<file path="src/design/mmcs_pkg.sv">
// Shared types and constants for the min/max contrast stretch block.
// Used by the controller, the datapath and the top level; depends on nothing.
`default_nettype none

package mmcs_pkg;

   // Width of a grey level on the ports.
   localparam int PIX_W = 8;
   // Width of the divisor 2*(high-low), which is at most 510.
   localparam int DIV_W = PIX_W + 1;

   // Commands from the controller to the datapath.
   typedef struct packed {
      logic track;   // measure item accepted: update running range
      logic load;    // map item accepted: classify pixel and form dividend
      logic prep;    // seed partial remainder from the dividend
      logic step;    // one restoring division step
      logic emit;    // write the result into the output register
   } mmcs_cmd_type;

endpackage

`default_nettype wire

</file>
<file path="src/design/mmcs_dp.sv">
// Datapath of the contrast stretch: range tracking, dividend formation,
// a bit-serial restoring divider and the output register. Uses mmcs_pkg.
`default_nettype none

module mmcs_dp #(
   parameter int PIXEL_MAX = 255
) (
   input  wire logic                       clock,
   input  wire logic                       reset,
   input  wire mmcs_pkg::mmcs_cmd_type     cmd,
   input  wire logic [mmcs_pkg::PIX_W-1:0] req_pixel,
   input  wire logic                       req_last,
   output logic      [mmcs_pkg::PIX_W-1:0] rsp_pixel_out
);
   import mmcs_pkg::*;

   // Quotient bits: the quotient of an in-range pixel never exceeds PIXEL_MAX.
   localparam int QW    = $clog2(PIXEL_MAX + 1);
   localparam int NUM_W = QW + DIV_W;
   localparam logic [NUM_W-1:0] TWO_PM  = NUM_W'(2 * PIXEL_MAX);
   localparam logic [PIX_W-1:0] MAX_OUT = PIX_W'(PIXEL_MAX);

   typedef enum logic [1:0] {SEL_PASS, SEL_ZERO, SEL_MAX, SEL_QUOT} sel_type;

   logic [PIX_W-1:0] run_lo_ff, run_lo_in, run_hi_ff, run_hi_in;
   logic [PIX_W-1:0] frz_lo_ff, frz_lo_in, frz_hi_ff, frz_hi_in;
   logic             restart_ff, restart_in;

   logic [PIX_W-1:0] pix_ff, pix_in;
   sel_type          sel_ff, sel_in;
   logic [NUM_W-1:0] num_ff, num_in;
   logic [DIV_W-1:0] div_ff, div_in;
   logic [DIV_W-1:0] rem_ff, rem_in;
   logic [QW-1:0]    quo_ff, quo_in;
   logic [PIX_W-1:0] pixel_out_ff, pixel_out_in;

   logic [PIX_W-1:0] trk_lo, trk_hi;
   logic [PIX_W-1:0] diff, span;
   logic [DIV_W:0]   shifted;
   logic [DIV_W+1:0] trial;
   logic             fits;

   // Range tracking for measure items.
   always_comb begin
      if (restart_ff) begin
         trk_lo = req_pixel;
         trk_hi = req_pixel;
      end else begin
         trk_lo = (req_pixel < run_lo_ff) ? req_pixel : run_lo_ff;
         trk_hi = (req_pixel > run_hi_ff) ? req_pixel : run_hi_ff;
      end
      run_lo_in  = run_lo_ff;
      run_hi_in  = run_hi_ff;
      frz_lo_in  = frz_lo_ff;
      frz_hi_in  = frz_hi_ff;
      restart_in = restart_ff;
      if (cmd.track) begin
         run_lo_in  = trk_lo;
         run_hi_in  = trk_hi;
         restart_in = req_last;
         if (req_last) begin
            frz_lo_in = trk_lo;
            frz_hi_in = trk_hi;
         end
      end
   end

   // Map item set-up, division steps and result selection.
   always_comb begin
      diff    = req_pixel - frz_lo_ff;
      span    = frz_hi_ff - frz_lo_ff;
      shifted = {rem_ff, quo_ff[QW-1]};
      trial   = {1'b0, shifted} - {2'b00, div_ff};
      fits    = !trial[DIV_W+1];

      pix_in       = pix_ff;
      sel_in       = sel_ff;
      num_in       = num_ff;
      div_in       = div_ff;
      rem_in       = rem_ff;
      quo_in       = quo_ff;
      pixel_out_in = pixel_out_ff;

      if (cmd.load) begin
         pix_in = req_pixel;
         priority if (frz_hi_ff <= frz_lo_ff) begin
            sel_in = SEL_PASS;
         end else if (req_pixel < frz_lo_ff) begin
            sel_in = SEL_ZERO;
         end else if (req_pixel >= frz_hi_ff) begin
            sel_in = SEL_MAX;
         end else begin
            sel_in = SEL_QUOT;
         end
         // Dividend 2*MAX*(p-low) + d, divisor 2*d: rounds half up.
         num_in = NUM_W'(diff) * TWO_PM + NUM_W'(span);
         div_in = {span, 1'b0};
      end
      if (cmd.prep) begin
         // The upper part is below the divisor whenever the quotient fits in QW bits.
         rem_in = num_ff[NUM_W-1:QW];
         quo_in = num_ff[QW-1:0];
      end
      if (cmd.step) begin
         rem_in = fits ? trial[DIV_W-1:0] : shifted[DIV_W-1:0];
         quo_in = {quo_ff[QW-2:0], fits};
      end
      if (cmd.emit) begin
         unique case (sel_ff)
            SEL_PASS: pixel_out_in = pix_ff;
            SEL_ZERO: pixel_out_in = '0;
            SEL_MAX:  pixel_out_in = MAX_OUT;
            SEL_QUOT: pixel_out_in = PIX_W'(quo_ff);
            default:  pixel_out_in = pix_ff;
         endcase
      end
   end

   always_ff @(posedge clock) begin
      if (reset) begin
         run_lo_ff  <= '1;
         run_hi_ff  <= '0;
         frz_lo_ff  <= '1;
         frz_hi_ff  <= '0;
         restart_ff <= 1'b1;
      end else begin
         run_lo_ff  <= run_lo_in;
         run_hi_ff  <= run_hi_in;
         frz_lo_ff  <= frz_lo_in;
         frz_hi_ff  <= frz_hi_in;
         restart_ff <= restart_in;
      end
   end

   always_ff @(posedge clock) begin
      pix_ff       <= pix_in;
      sel_ff       <= sel_in;
      num_ff       <= num_in;
      div_ff       <= div_in;
      rem_ff       <= rem_in;
      quo_ff       <= quo_in;
      pixel_out_ff <= pixel_out_in;
   end

   assign rsp_pixel_out = pixel_out_ff;

endmodule

`default_nettype wire

</file>
<file path="src/design/mmcs_ctrl.sv">
// Controller of the contrast stretch: handshakes, sequencing of the divider
// and the result valid flag. Uses mmcs_pkg for the command struct.
`default_nettype none

module mmcs_ctrl #(
   parameter int PIXEL_MAX = 255
) (
   input  wire logic                   clock,
   input  wire logic                   reset,
   input  wire logic                   req_valid,
   input  wire logic                   req_func,
   output logic                        req_stall,
   output logic                        rsp_valid,
   input  wire logic                   rsp_stall,
   output mmcs_pkg::mmcs_cmd_type      cmd
);
   import mmcs_pkg::*;

   localparam int QW    = $clog2(PIXEL_MAX + 1);
   localparam int CNT_W = $clog2(QW);

   typedef enum logic [1:0] {ST_IDLE, ST_PREP, ST_DIVIDE, ST_EMIT} state_type;

   state_type        state_ff, state_in;
   logic [CNT_W-1:0] count_ff, count_in;
   logic             rsp_valid_ff, rsp_valid_in;
   logic             accept, out_free;

   always_comb begin
      accept   = req_valid && (state_ff == ST_IDLE);
      out_free = !rsp_valid_ff || !rsp_stall;

      cmd.track = accept && !req_func;
      cmd.load  = accept && req_func;
      cmd.prep  = (state_ff == ST_PREP);
      cmd.step  = (state_ff == ST_DIVIDE);
      cmd.emit  = (state_ff == ST_EMIT) && out_free;

      state_in = state_ff;
      count_in = count_ff;
      unique case (state_ff)
         ST_IDLE: begin
            if (cmd.load) begin
               state_in = ST_PREP;
            end
         end
         ST_PREP: begin
            state_in = ST_DIVIDE;
            count_in = CNT_W'(QW - 1);
         end
         ST_DIVIDE: begin
            if (count_ff == '0) begin
               state_in = ST_EMIT;
            end else begin
               count_in = count_ff - 1'b1;
            end
         end
         ST_EMIT: begin
            if (out_free) begin
               state_in = ST_IDLE;
            end
         end
         default: state_in = ST_IDLE;
      endcase

      // A waiting result leaves when the consumer stops stalling.
      rsp_valid_in = cmd.emit ? 1'b1 : (rsp_valid_ff && rsp_stall);
   end

   always_ff @(posedge clock) begin
      if (reset) begin
         state_ff     <= ST_IDLE;
         count_ff     <= '0;
         rsp_valid_ff <= 1'b0;
      end else begin
         state_ff     <= state_in;
         count_ff     <= count_in;
         rsp_valid_ff <= rsp_valid_in;
      end
   end

   assign req_stall = (state_ff != ST_IDLE);
   assign rsp_valid = rsp_valid_ff;

`ifndef SYNTH
   // A map item reaches the emit state after the prep state and all divider steps.
   a_map_latency: assert property (@(posedge clock) disable iff (reset)
      cmd.load |-> ##(QW + 2) (state_ff == ST_EMIT))
      else $error("map item did not reach emit after the divider steps");

   // A result only appears as the consequence of an emit.
   a_valid_from_emit: assert property (@(posedge clock) disable iff (reset)
      $rose(rsp_valid_ff) |-> $past(state_ff == ST_EMIT))
      else $error("result valid rose outside the emit state");

   // A result that is still stalled is never overwritten.
   a_no_clobber: assert property (@(posedge clock) disable iff (reset)
      (rsp_valid_ff && rsp_stall) |-> !cmd.emit)
      else $error("emit while a stalled item waits in the output register");
`endif

endmodule

`default_nettype wire

</file>
<file path="src/design/min_max_contrast_stretch.sv">
// Top level of the min/max contrast stretch for 8-bit grey frames.
// Instantiates mmcs_ctrl and mmcs_dp; uses mmcs_pkg.
//
// Each frame is sent twice. Measure items (func 0) track the lowest and highest
// pixel and give no result; the measure item with last set freezes that range for
// the map items that follow. Each map item (func 1) gives one stretched pixel,
// round((p-low)*PIXEL_MAX/(high-low)) with halves rounded up, 0 below the range,
// PIXEL_MAX (low 8 bits) at or above its top, and the pixel unchanged while the
// frozen range is flat or empty. A measure item is taken in the idle state; a map
// item stalls the input through the prep, divide and emit states, and the
// restoring divider produces one quotient bit per cycle. A result held by rsp_stall
// does not block the input, but the next map item then waits in its emit cycle,
// with the input stalled, until the output register is free.
`default_nettype none

module min_max_contrast_stretch #(
   parameter int PIXEL_MAX = 255
) (
   input  wire logic                       clock,
   input  wire logic                       reset,
   input  wire logic                       req_valid,
   output logic                            req_stall,
   input  wire logic                       req_func,
   input  wire logic [mmcs_pkg::PIX_W-1:0] req_pixel,
   input  wire logic                       req_last,
   output logic                            rsp_valid,
   input  wire logic                       rsp_stall,
   output logic      [mmcs_pkg::PIX_W-1:0] rsp_pixel_out
);
   import mmcs_pkg::*;

   mmcs_cmd_type cmd;

   mmcs_ctrl #(
      .PIXEL_MAX (PIXEL_MAX)
   ) u_ctrl (
      .clock     (clock),
      .reset     (reset),
      .req_valid (req_valid),
      .req_func  (req_func),
      .req_stall (req_stall),
      .rsp_valid (rsp_valid),
      .rsp_stall (rsp_stall),
      .cmd       (cmd)
   );

   mmcs_dp #(
      .PIXEL_MAX (PIXEL_MAX)
   ) u_dp (
      .clock         (clock),
      .reset         (reset),
      .cmd           (cmd),
      .req_pixel     (req_pixel),
      .req_last      (req_last),
      .rsp_pixel_out (rsp_pixel_out)
   );

endmodule

`default_nettype wire

</file>
<file path="config.mk">
export PLATFORM = sky130hd
export DESIGN_NAME = min_max_contrast_stretch
export DESIGN_NICKNAME = d
export VERILOG_FILES = /design/src/design/mmcs_pkg.sv /design/src/design/mmcs_dp.sv /design/src/design/mmcs_ctrl.sv /design/src/design/min_max_contrast_stretch.sv
export SDC_FILE = /design/constraint.sdc
export NUM_CORES = 1
export LEC_CHECK = 0
export BUFFER_PORTS_ARGS = -buffer_cell sky130_fd_sc_hd__buf_4
export CAP_MARGIN = 20
export CORE_MARGIN = 8
export CORE_UTILIZATION = 45
export DETAILED_ROUTE_END_ITERATION = 12
export GPL_ROUTABILITY_DRIVEN = 0
export SYNTH_ARGS = -nofsm -noshare
export SYNTH_HDL_FRONTEND = slang
export SYNTH_SLANG_ARGS = --single-unit
</file>
<file path="constraint.sdc">
create_clock -name clock -period 9.4 [get_ports clock]
set_clock_uncertainty 0.05 [all_clocks]
set_input_delay 1.88 -clock clock [delete_from_list [all_inputs] [get_ports clock]]
set_output_delay 1.88 -clock clock [all_outputs]
set_load 0.03 [all_outputs]
</file>
# [Yosys cells after proc, flatten, opt, wreduce, memory -nomap -nowiden]
# Index checks and enable logic that the tools add are counted.
[classes] n_addsub=5 mul=1 order_cmp=5 eq_ne=10 muxes=19 n_reduce_logical=19
[op_table] op="$mux W8" count=6
[op_table] op="$pmux W8 S4" count=1
[op_table] op="$mux W9" count=3
[op_table] op="$add A17 B8 Y17" count=1
[op_table] op="$lt A8 B8 Y1" count=2
[op_table] op="$mul A8 B8 Y16 const B" count=1
[op_table] op="$sub A8 B8 Y8" count=2
[op_table] op="$sub A10 B9 Y11" count=1
[op_table] op="$eq A2 B2 Y1 const B" count=4
[op_table] op="$ge A8 B8 Y1" count=1
[op_table] op="$gt A8 B8 Y1" count=1
[op_table] op="$le A8 B8 Y1" count=1
[op_table] op="$pmux W2 S4" count=1
[op_table] op="$mux W2" count=3
[op_table] op="$pmux W3 S2" count=1
[op_table] op="$logic_and A1 B1 Y1" count=5
[op_table] op="$eq A2 B1 Y1 const B" count=2
[op_table] op="$logic_not A1 Y1" count=4
[op_table] op="$logic_not A2 Y1" count=2
[op_table] op="$ne A2 B1 Y1 const B" count=2
[op_table] op="$ne A2 B2 Y1 const B" count=2
[op_table] op="$reduce_and A2 Y1" count=2
[op_table] op="$reduce_bool A2 Y1" count=2
[op_table] op="$logic_not A3 Y1" count=1
[op_table] op="6 further kinds" count=8
[totals] register_bits=99 out_inout_bits=10 word_cells=75

# [Longest topological paths before layout]
[depth] word_depth=5 mapped_depth=24 ltp_nobuf=24

# [By module]
# From an unflattened synthesis, not the netlist that was laid out.
[hier_totals] cells_unflattened=793 area_unflattened_um2=7733.7
[modules_own_cells] module="mmcs_dp" n_inst=1 cells_per_inst=749 area_per_inst_um2=7333.3 seq_area_each_um2=2432.3
[modules_own_cells] module="mmcs_ctrl" n_inst=1 cells_per_inst=44 area_per_inst_um2=400.4 seq_area_each_um2=120.1

# [Least setup slack after synthesis]
# No wires, ideal clock.
[synth_path] path_kind="in2reg" from="in req_pixel[0] (netlist bit)" to="reg u_dp.num_ff[16], data pin" setup_time_ns=0.260 arrival_time_ns=7.328 required_time_ns=9.090 path_slack_ns=1.762 stages=24 path_buffers=0 cell_sequence="inv_1 > ha_1 > inv_1 > fa_1 > a21o_1 > a21oi_1 > o21bai_1 > a211oi_1 > a21oi_2 > xnor2_1 > ha_1 > inv_1 > fa_1 > fa_1 > fa_1 > inv_1 > ha_1 > o21ai_0 > nor2_1 > o22ai_1 > o21ai_0 > xnor2_1 > or4_1 > xnor2_1"
[synth_between] elab_chain_cells=3
[synth_rtl] element="from (decl)" line="min_max_contrast_stretch.sv:24" rtl="input wire logic [mmcs_pkg::PIX_W-1:0] req_pixel,"
[synth_rtl] element="$sub A8 B8 Y8" line="mmcs_dp.sv:70" rtl="diff = req_pixel - frz_lo_ff;"
[synth_rtl] element="$mul A8 B8 Y16" line="mmcs_dp.sv:96" rtl="num_in = NUM_W'(diff) * TWO_PM + NUM_W'(span);"
[synth_rtl] element="$add A17 B8 Y17" line="mmcs_dp.sv:96"
[synth_rtl] element="to (signal assigned)" line="mmcs_dp.sv:138" rtl="num_ff <= num_in;"
[synth_rtl] element="to (decl)" line="mmcs_dp.sv:31" rtl="logic [NUM_W-1:0] num_ff, num_in;"
# Every way passes these cells.
# A chain may end at the register's enable or synchronous reset.

# [Worst setup path after layout]
# Same ends and word-level chain as after synthesis.

==> flow_summary.yaml <==
timing:
  min_period_over_period_pct: 84.7
  rsz0062_at_grt: "no"
  worst_slew_pin_slew_ns: 1.04
  tns_ns: 0
  maxSlewViolCount: 0
  relSlewSlack_pct: 30.9
  fin_crit_ns: 7.97
  finalHoldViolations: 0
  setup_viol: 0
  clock.fmax_mhz: 126
setup_path:
  critPathMaxStageDelay_ns: 0.56
  cp_cell_sequence: "buf_4 -> inv_1 -> ha_1 -> inv_1 -> fa_1 -> a21o_1 -> a21oi_1 -> o21ai_0 -> a21oi_2 -> xnor2_1 -> ha_1 -> inv_1 -> fa_1 -> fa_1 -> fa_1 -> inv_1 -> ha_1 -> o21ai_0 -> nor2_1 -> o22ai_1 -> xor2_1 -> nand4b_1 -> or4_1 -> xnor2_1"
  cp-start-kind: "input pin"
  worstSetupEndpointType: "register"
  critical-path-slowest-cell: "fa_1"
  worstPathRequired_ns: 9.44
  path_class: "in -> reg"
  critPathMaxFanout: 10
  crit_buf_inv: 5
  crit_arrival_ns: 8.01
  critPathTopFamily: "adder cells"
status:
  status: "completed"
cts:
  cts.sink_count: 98
  clock-root-buffer: "clkbuf_16"
  clock_path_buffers: 2
  path_clk_slew_ns: 0.07
  cts_tree: "done"
  clock_latency_ns: 0.35
  cts_buffers: 9
  htree_levels: 3
  cts_hold_buffers: 0
  cts_resized: 0
  post-cts-setup-buffer-count: 0
route:
  drtPass1Iterations: 4
  vias: 5468
  drt-total-wl_um: 16100
  vias_per_cell: 5.41
  drt_iter0_markers: 276
  drtAntennaViolNets: 0
  wire_per_inst_um: 15.9
  drcViolationCount: 0
floorplan:
  rows: 47
  io_pins: 24
  core_area_um2: 16500
  die_h_um: 146
  initial_core_util_pct: 45.8
  die_w_um: 146
  fp.dieArea_um2: 21200
synthesis:
  synth_ff_type: "edfxtp_1"
  yosysSeqAreaShare_pct: 33.7
  synth.largest_area_cell: "edfxtp_1"
  syn-cell-area_um2: 7570
  synthCells: 767
  synth_fp_nets: 907
  synth.lib_cells_used.distinct: 59
  async_flop_share_pct: 0
  yosysWarningCount: 0
  synthTopCellsByCount: "inv_1, ha_1, edfxtp_1"
  synth-edff-count: 59
  yosys-top-cells-area: "edfxtp_1, ha_1, dfxtp_1, fa_1, inv_1"
  synth_top_area_share_pct: 23.4
  synth-seq-cells: 98
  avgSynthCellArea_um2: 9.86
  synth_most_common_cell: "inv_1"
finish:
  area_delta_synth_final_pct: 8.93
  fillers: 1539
  fin_nets: 926
  layout-drive-gt1-share_pct: 8.98
  diodes: 0
global_routing:
  grt_util_all_layers_pct: 15.2
  antenna_found_initial: 0
  grt_pass1_wl_um: 26800
  grt.overflow.total: 0
  grt_max_degree: 36
  grt_pass1_vias: 5468
placed_design:
  portBuffers: 23
  place_hpwl_um: 12600
hold_path:
  hold_path.class: "reg -> reg"
flow_run:
  max_cap_viol_count: 0
[final timing paths]
kind | cells after the start | endpoint | slack, ns | startpoint
worst min register to register | 1 | u_ctrl.count_ff[0] | 0.44 | u_ctrl.count_ff[0]
worst min-delay path | 1 | u_ctrl.count_ff[0] | 0.44 | u_ctrl.count_ff[0]
worst max register to register | 23 | u_dp.num_ff[16] | 2.86 | u_dp.frz_lo_ff[1]
worst max-delay path | 24 | u_dp.num_ff[16] | 1.43 | req_pixel[0]
[worst register-to-register path: cells and delay by family (launching register included)]
kind	cells	cell delay, ns
DFF	1	0.30
xor gates and xnor gates	2	0.31
and+or+nand+nor	6	1.52
buffers and inverters	3	0.28
adders and majority gates	6	2.49
AOI/OAI and AO/OA	6	1.32
[kinds of logic (layout without fill, tap and decap cells)]
kind of cell	after synthesis	count (layout)	synth area share, %
AOI/OAI and AO/OA	188	188	17.5
adders and majority gates	128	128	23.5
muxes	26	26	3.61
and+or+nand+nor	148	148	9.77
DFF	98	98	33.7
xor gates and xnor gates	42	42	5.04
buffers and inverters	137	161	6.81
[state kept, by name, summed over array words and instances (netlist names), 3 cells and up]
signal and cells:
u_ctrl.count_ff 3, u_dp.div_ff 7, u_dp.frz_hi_ff 8, u_dp.frz_lo_ff 8, u_dp.num_ff 17, u_dp.pix_ff 8, u_dp.quo_ff 8, u_dp.rem_ff 9
u_dp.rsp_pixel_out 8, u_dp.run_hi_ff 8, u_dp.run_lo_ff 8
[cells in the final DEF (no fill, tap or decap), drive strengths merged, types with 3 or more instances in the layout]
| cell type | n |
|---|---|
| a21boi | 6 |
| nand4 | 4 |
| o21ai | 17 |
| a311o | 8 |
| edfxtp | 59 |
| nand3 | 13 |
| a21oi | 52 |
| nand2 | 18 |
| nand2b | 6 |
| a21bo | 7 |
| nor4 | 9 |
| fa | 24 |
| a21o | 25 |
| xor2 | 12 |
| nor2 | 56 |
| nor3 | 8 |
| nor2b | 9 |
| clkbuf | 10 |
| a32oi | 8 |
| xnor2 | 29 |
| buf | 29 |
| dfxtp | 39 |
| o31ai | 10 |
| inv | 117 |
| ha | 102 |
| o2111ai | 8 |
| and2 | 10 |
| mux2i | 16 |
| mux2 | 10 |
| a211oi | 13 |
| or2 | 3 |
| o21bai | 6 |
| and3 | 4 |
| clkinv | 5 |
| o21a | 14 |
[stage by stage]
step	hold WS (ns)	cells	setup slack (ns)	area, µm²	utilization, %
floorplan	0.393	767	1.76	7570	-
global placement	0.416	991	1.29	7950	48.1
detailed placement	0.426	991	1.09	7950	48.1
CTS	0.438	1007	1.45	8210	49.7
global route	0.454	1011	1.02	8240	49.9
finish	0.435	1011	1.43	8240	49.9
[area by class of cell]
| type | instances | area [µm²] | share of cell area (%) |
|---|---|---|---|
| clock inverters | 6 | 32.5 | 0.395 |
| well taps | 220 | 275 | 3.34 |
| inverters | 116 | 435 | 5.28 |
| multi-input cells | 532 | 4500 | 54.6 |
| repair buffers | 29 | 219 | 2.66 |
| clock buffers | 10 | 229 | 2.78 |
| flip-flops and latches | 98 | 2550 | 31.0 |
[layer usage]
layer / vias up / share of wire, % / global-route usage (%)
met4: 0 / 1.7 / 4.74
li1: 2749 / - / -
met2: 82 / 46 / 25.0
met1: 2619 / 49 / 20.1
met5: - / 0 / 0
met3: 18 / 3.5 / 2.46
Power is left out: the tool's default activity adds up to more than one toggle a clock period on the data nets, which glitch-free logic cannot reach.
